==> src/bf5_pkg.sv <==
// Shared types, constants and elaboration-time tables for the 5x5 bilateral filter.
// No dependencies; imported by every module of the block.
package bf5_pkg;

   localparam int WIN = 5;
   localparam int NTAPS = WIN * WIN;
   localparam int HALF = WIN / 2;
   localparam int MAX_HEIGHT = 4096;
   localparam int QDEPTH = 4;
   localparam int NUM_W = 45;   // 25 * 65535 * 65535 * 255
   localparam int DEN_W = 37;   // 25 * 65535 * 65535
   localparam int REM_W = 46;
   localparam int QB = 9;       // quotient bits
   localparam logic [2:0] CLS_NONE = 3'd6;

   typedef enum logic [2:0] {
      CSR_WIDTH = 3'd0,
      CSR_HEIGHT = 3'd1,
      CSR_SW_D0 = 3'd2,
      CSR_SW_D1 = 3'd3,
      CSR_SW_D2 = 3'd4,
      CSR_SW_D4 = 3'd5,
      CSR_SW_D5 = 3'd6,
      CSR_SW_D8 = 3'd7
   } csr_idx_type;

   typedef enum logic [1:0] {
      ST_IDLE,
      ST_MAC,
      ST_DIV,
      ST_OUT
   } back_state_type;

   typedef logic [23:0] pixel_type;

   typedef struct packed {
      pixel_type [NTAPS-1:0] tap;
      logic [11:0] row;
      logic [9:0] col;
   } win_entry_type;

   typedef struct packed {
      logic [5:0][15:0] sw;
   } spatial_cfg_type;

   typedef logic [255:0][15:0] rt_type;
   typedef logic [NTAPS-1:0][2:0] cls_type;

   function automatic logic [63:0] qmul(logic [63:0] a, logic [63:0] b);
      logic [63:0] p;
      p = a * b + 64'h8000_0000;
      return p >> 32;
   endfunction

   // shift-subtract divide, only used while building constants
   function automatic logic [63:0] udiv(logic [63:0] n, logic [63:0] d);
      logic [63:0] q;
      logic [64:0] rem;
      q = '0;
      rem = '0;
      for (int i = 63; i >= 0; i--) begin
         rem = {rem[63:0], n[i]};
         if (rem >= {1'b0, d}) begin
            rem = rem - {1'b0, d};
            q[i] = 1'b1;
         end
      end
      return q;
   endfunction

   function automatic rt_type build_range(int sigma);
      rt_type tab;
      logic [63:0] s, y, term, sum, r, b;
      logic [16:0] e;
      s = (sigma < 1) ? 64'd1 : 64'(sigma);
      y = udiv((64'd1 << 32) + s * s, 64'd2 * s * s);
      term = 64'd1 << 32;
      sum = 64'd1 << 32;
      for (int k = 1; k <= 20; k++) begin
         term = udiv((term * y) >> 32, 64'(k));
         if (k % 2 == 1) sum = sum - term;
         else sum = sum + term;
      end
      for (int d = 0; d < 256; d++) begin
         r = 64'd1 << 32;
         b = sum;
         e = 17'(d * d);
         for (int i = 0; i < 17; i++) begin
            if (e[i]) r = qmul(r, b);
            b = qmul(b, b);
         end
         r = (r + 64'h8000) >> 16;
         tab[d] = (r > 64'd65535) ? 16'hFFFF : r[15:0];
      end
      return tab;
   endfunction

   // spatial weight class of each tap from its squared distance to the centre
   function automatic cls_type build_cls();
      cls_type c;
      int d2, t;
      t = 0;
      for (int dy = 0; dy < WIN; dy++) begin
         for (int dx = 0; dx < WIN; dx++) begin
            d2 = (dy - HALF) * (dy - HALF) + (dx - HALF) * (dx - HALF);
            unique case (d2)
               0: c[t] = 3'd0;
               1: c[t] = 3'd1;
               2: c[t] = 3'd2;
               4: c[t] = 3'd3;
               5: c[t] = 3'd4;
               8: c[t] = 3'd5;
               default: c[t] = CLS_NONE;
            endcase
            t++;
         end
      end
      return c;
   endfunction

endpackage

==> src/bf5_queue.sv <==
// Short window queue between front and back end.
// Depends on bf5_pkg for the entry type and depth.
module bf5_queue import bf5_pkg::*; (
   input  logic clock,
   input  logic reset,
   input  logic push,
   input  win_entry_type push_data,
   input  logic pop,
   output win_entry_type head,
   output logic [2:0] count
);
   win_entry_type ents_ff [QDEPTH];
   logic [1:0] wp_ff, rp_ff;
   logic [2:0] cnt_ff;

   assign head = ents_ff[rp_ff];
   assign count = cnt_ff;

   always_ff @(posedge clock) begin
      if (reset) begin
         wp_ff <= '0;
         rp_ff <= '0;
         cnt_ff <= '0;
      end else begin
         if (push) wp_ff <= wp_ff + 2'd1;
         if (pop) rp_ff <= rp_ff + 2'd1;
         cnt_ff <= cnt_ff + 3'(push) - 3'(pop);
      end
      if (push) ents_ff[wp_ff] <= push_data;
   end

`ifndef SYNTHESIS
   a_no_overflow: assert property (@(posedge clock) disable iff (reset)
      push |-> (cnt_ff != 3'(QDEPTH) || pop)) else $error("queue overflow");
   a_no_underflow: assert property (@(posedge clock) disable iff (reset)
      pop |-> cnt_ff != 3'd0) else $error("queue underflow");
   a_count_bound: assert property (@(posedge clock) disable iff (reset)
      cnt_ff <= 3'(QDEPTH)) else $error("queue count out of range");
`endif
endmodule

==> config.mk <==
export PLATFORM = sky130hd
export DESIGN_NAME = bf5_queue
export DESIGN_NICKNAME = d
export VERILOG_FILES = /design/src/bf5_pkg.sv /design/src/bf5_queue.sv
export SDC_FILE = /design/constraint.sdc
export NUM_CORES = 2
export LEC_CHECK = 0
export ABC_CLOCK_PERIOD_IN_PS = 16900
export BUFFER_PORTS_ARGS = -buffer_cell sky130_fd_sc_hd__clkbuf_2
export CAP_MARGIN = 20
export CORE_MARGIN = 3
export CORE_UTILIZATION = 35
export DETAILED_ROUTE_END_ITERATION = 6
export MAX_ROUTING_LAYER = met4
export SYNTH_ARGS = -nofsm -noshare
export SYNTH_HDL_FRONTEND = slang
export SYNTH_SLANG_ARGS = --single-unit
==> constraint.sdc <==
create_clock -name clock -period 16.9 [get_ports clock]
set_input_delay 0.845 -clock clock [delete_from_list [all_inputs] [get_ports clock]]
set_output_delay 0.845 -clock clock [all_outputs]
set_load 0.01 [all_outputs]
# Yosys cells after proc, flatten, opt, wreduce, memory -nomap -nowiden
# Memories as Yosys holds them, arrays and structs flattened. A register that Yosys moved wholly into a read port is not among the register bits.
# Cells that the tools add are included.
[classes]
addsub = 4
muxes = 4
[ops]
columns = ["cell", "count"]
rows = [
  ["$add A2 B1 Y2 const B", 2],
  ["$mux W2", 2],
  ["$add A3 B1 Y3", 1],
  ["$sub A3 B1 Y3", 1],
  ["$mux W1", 2],
]
[totals]
in_bits = 626
wordCells = 12
output_inout_bits = 625
ff_bits = 7
n_memories = 1
ramBits = 2488
[memory_table]
columns = ["name", "words", "width", "read_ports", "rd_ports_with_merged_regs", "write_ports", "line", "text"]
rows = [
  ["ents_ff", 4, 622, 1, 1, 1, "bf5_queue.sv:12", "win_entry_type ents_ff [QDEPTH];"],
]

# Logic depth before layout (Yosys ltp)
[logic_depth]
word_depth = 3
mapped_depth = 7
mapped_depth_nobuf = 7

# Worst setup path after synthesis
# OpenSTA, ideal clock, no wires.
[synth_path]
path_type = "input to register"
startpoint = "input push"
endpoint = "memory ents_ff[0][0] (netlist bit) (enable)"
required_time_ns = 15.833
path_stages = 1
setup_time_ns = 1.067
arrival_ns = 14.788
path_slack_ns = 1.045
n_path_buf = 0
cell_sequence = "and2_1"
[synth_between]
elab_chain_cells = 2
[synth_rtl]
columns = ["item", "line", "text"]
rows = [
  ["start: declaration", "bf5_queue.sv:6", "input logic push,"],
  ["$mux W1", "bf5_queue.sv:29", "if (push) ents_ff[wp_ff] <= push_data;"],
  ["$mux W1 (not written as such)", "bf5_queue.sv:29", ""],
  ["end: declaration", "bf5_queue.sv:12", ""],
]
# Every way passes these cells.

==> results.yml <==
routing:
  drt_pre_antenna_iters: 5
  num_vias: 41580
  wl_per_cell_um: 26.49
  drtIter0Drc: 3284
  ant_nets: 0
  drc_errors: 0
  totalWireLength_um: 222000
  viasPerCell: 4.962
synth:
  synth_cells: 3288
  syn_nets: 3921
  synth_flop_cell: "edfxtp_1"
  synthArstFlopShare_pct: 0
  synth_edf_count: 2488
  yosysWarningCount: 0
  synth.distinct_cells: 20
  ys_seq_area_share_pct: 82.97
  avgSynthCellArea_um2: 27.45
  ys_ff_latch: 2497
  syn_area_mm2: 0.09026
critical_path:
  startpoint_type: "flip-flop"
  critical_path_class: "flip-flop to primary output"
  cp_cell_sequence: "buf_12 -> buf_4 -> buf_4 -> buf_4 -> mux4_2 -> clkbuf_2"
  crit_fanout: 132
  cp_slowest_stage_delay_ns: 1.00
  path_common_cell: "buf_4"
  worstPathRequired_ns: 16.06
  worstPathArrival_ns: 5.97
  cpMaxStageDelayCell: "dfxtp_4"
  endpoint_kind: "primary output"
floorplanning:
  rows: 185
  die_width_um: 513.8
  ioPinCount: 1251
  core-area_mm2: 0.2553
  die_area_mm2: 0.2640
  fp.dieH_um: 513.8
  initial_core_util_pct: 35.35
power:
  pwr-share-comb_pct: 9.5
  p_sw_uw: 3168
  p_per_area_mw_per_mm2: 129.2
  vdd_drop_max_mv: 0.1026
  power_leakage_uw: 0.03602
  p_seq_share_pct: 51.2
  p_sw_share_pct: 22.56
  p_int_uw: 10870
  pwr-share-clk_pct: 39.3
sta:
  hold_violations: 0
  slew_headroom_pct: 28.96
  rsz0062_at_grt: "false"
  fmax_mhz: 146.6
  fin_crit_ns: 6.819
  slew_violations: 0
  setup_viol: 0
  skew_ns: 0.08727
  fin_setup_tns_ns: 0
  worstMarginPinSlew_ns: 1.066
  period_share_pct: 40.35
layout:
  finalNetCount: 5373
  final_core_utilization_pct: 42.58
  drive_above_1_share_pct: 46.32
  fillers: 21840
  syn_to_final_growth_pct: 20.44
worst_hold_path:
  holdCritPathClass: "input port to flip-flop"
grt:
  grt_usage_pct: 16.99
  grt_pass1_vias: 43510
  antenna_found_initial: 86
  grt-ovfl-total: 0
  grt_max_degree: 133
  grt_pass1_wl_um: 317200
clock_tree:
  post_cts_buffers: 0
  path_clk_slew_ns: 0.06
  hold_buffers: 0
  cts_root_buffer: "clkbuf_16"
  clk_path_buf_depth: 4
  numCtsBuffers: 280
  post_cts_resized: 0
  cts_tree: "yes"
  h-tree-depth: 5
  insertion_delay_ns: 0.89
  clock_sinks: 2497
placed_design:
  port_buffers: 1250
  dp_hpwl_um: 146400
  routabilityCongestion: 0.8300
flow_run:
  cap_violations: 0
outcome:
  outcome: "finished, final reports clean"
[critical path, delay by kind of cell, from the launching register on]
family                 cells  cell delay [ns]
buffers and inverters      5             3.07
DFF                        1             1.00
muxes                      1             0.45
[registers in the layout (all words and copies together), names as in the netlist, named ones only]
name and count:
ents_ff 2488, wp_ff 2, count 3, rp_ff 2
[path summary, 6_finish.rpt]
check / start / to / slack (ns) / cells after the start
worst max-delay path: flip-flop / head[179] / 10.08 / 6
worst max register to register: wp_ff[0] / ents_ff[3][439] / 11.98 / 6
worst min register to register: rp_ff[1] / flip-flop / 0.53 / 2
worst min-delay path: push_data[608] / ents_ff[2][608] / 0.15 / 1
[cells in the final DEF (no fill, tap or decap), drive strengths merged]
cell type and instances:
mux4 622, clkinvlp 4, dfxtp 9, fa 1
clkbuf 1607, a21oi 1, and2 4, nor2b 2
xor3 1, edfxtp 2488, ha 6, bufinv 8
clkinv 95, diode 84, inv 15, nand3b 1
buf 58, xnor2 2, a21bo 1, nor2 5
mux2i 1
[area by class of cell]
type	count	area, um2	area share [%]
antenna	84	210.2	0.1934
clock buffer	357	7388	6.796
clock inverter	116	888.4	0.8172
inverter	6	22.52	0.02072
multi-input combinational	647	14240	13.10
sequential	2497	74900	68.90
tap	3366	4212	3.874
timing repair buffer	1308	6849	6.300
[synth_stat cells, types with 2 or more instances]
cell / count / share of area, %
dfxtp_1: 9 / 0.20
nor2_1: 5 / 0.021
ha_1: 6 / 0.083
inv_1: 6 / 0.025
and2_1: 4 / 0.028
nor2b_1: 2 / 0.014
mux4_2: 622 / 16
edfxtp_1: 2488 / 83
clkbuf_1: 10 / 0.042
xnor2_1: 2 / 0.019
buf_8: 4 / 0.067
buf_4: 5 / 0.042
buf_6: 61 / 0.76
buf_2: 58 / 0.32
[power groups by stage]
stage / combinational (uW) / sequential, uW / clock [uW]
2_1_floorplan: 739 / 7490 / 0
3_3_place_gp: 1350 / 7310 / 0
3_5_place_dp: 1350 / 7330 / 0
4_1_cts: 1360 / 7200 / 5680
5_1_grt: 1420 / 7210 / 5930
6_report: 1330 / 7190 / 5520
[metrics by stage]
| stage | setup WS [ns] | hold WS, ns | area [um2] | cells | power (uW) |
|---|---|---|---|---|---|
| after floorplan | 1.045 | 0.4918 | 90260 | 3288 | 8229 |
| final | 10.08 | 0.1472 | 108700 | 8381 | 14040 |
| after global placement | 10.91 | 0.5261 | 100200 | 7823 | 8660 |
| after CTS | 9.918 | 0.03819 | 108500 | 8296 | 14240 |
| after detailed placement | 10.92 | 0.5263 | 100200 | 7823 | 8681 |
| after global routing | 9.771 | 0.06402 | 108700 | 8369 | 14560 |
[logic make-up (layout without fill, tap and decap cells)]
group,after synthesis,after routing,share of synthesized area [%]
adder cells (fa/ha/maj),7,7,0.1054
XOR/XNOR,3,3,0.04575
flip-flops,2497,2497,82.97
AO/OA/AOI/OAI,2,2,0.01663
AND/OR/NAND/NOR,12,12,0.07070
other,0,84,0
multiplexers,623,623,15.53
buffers and inverters,144,1787,1.257
[layer usage]
metal  global-route usage [%]  part of all wire (%)  routed length (um)  vias to the layer above
met5                        -                     0                   0                        -
met4                    5.237                   2.8                6264                        0
met3                    7.097                    11               24000                      387
met2                    26.43                    49              107900                     1628
met1                    20.14                    38               83820                    22110
li1                         -                     -                   -                    17460
(Power assumes the default switching activity.)
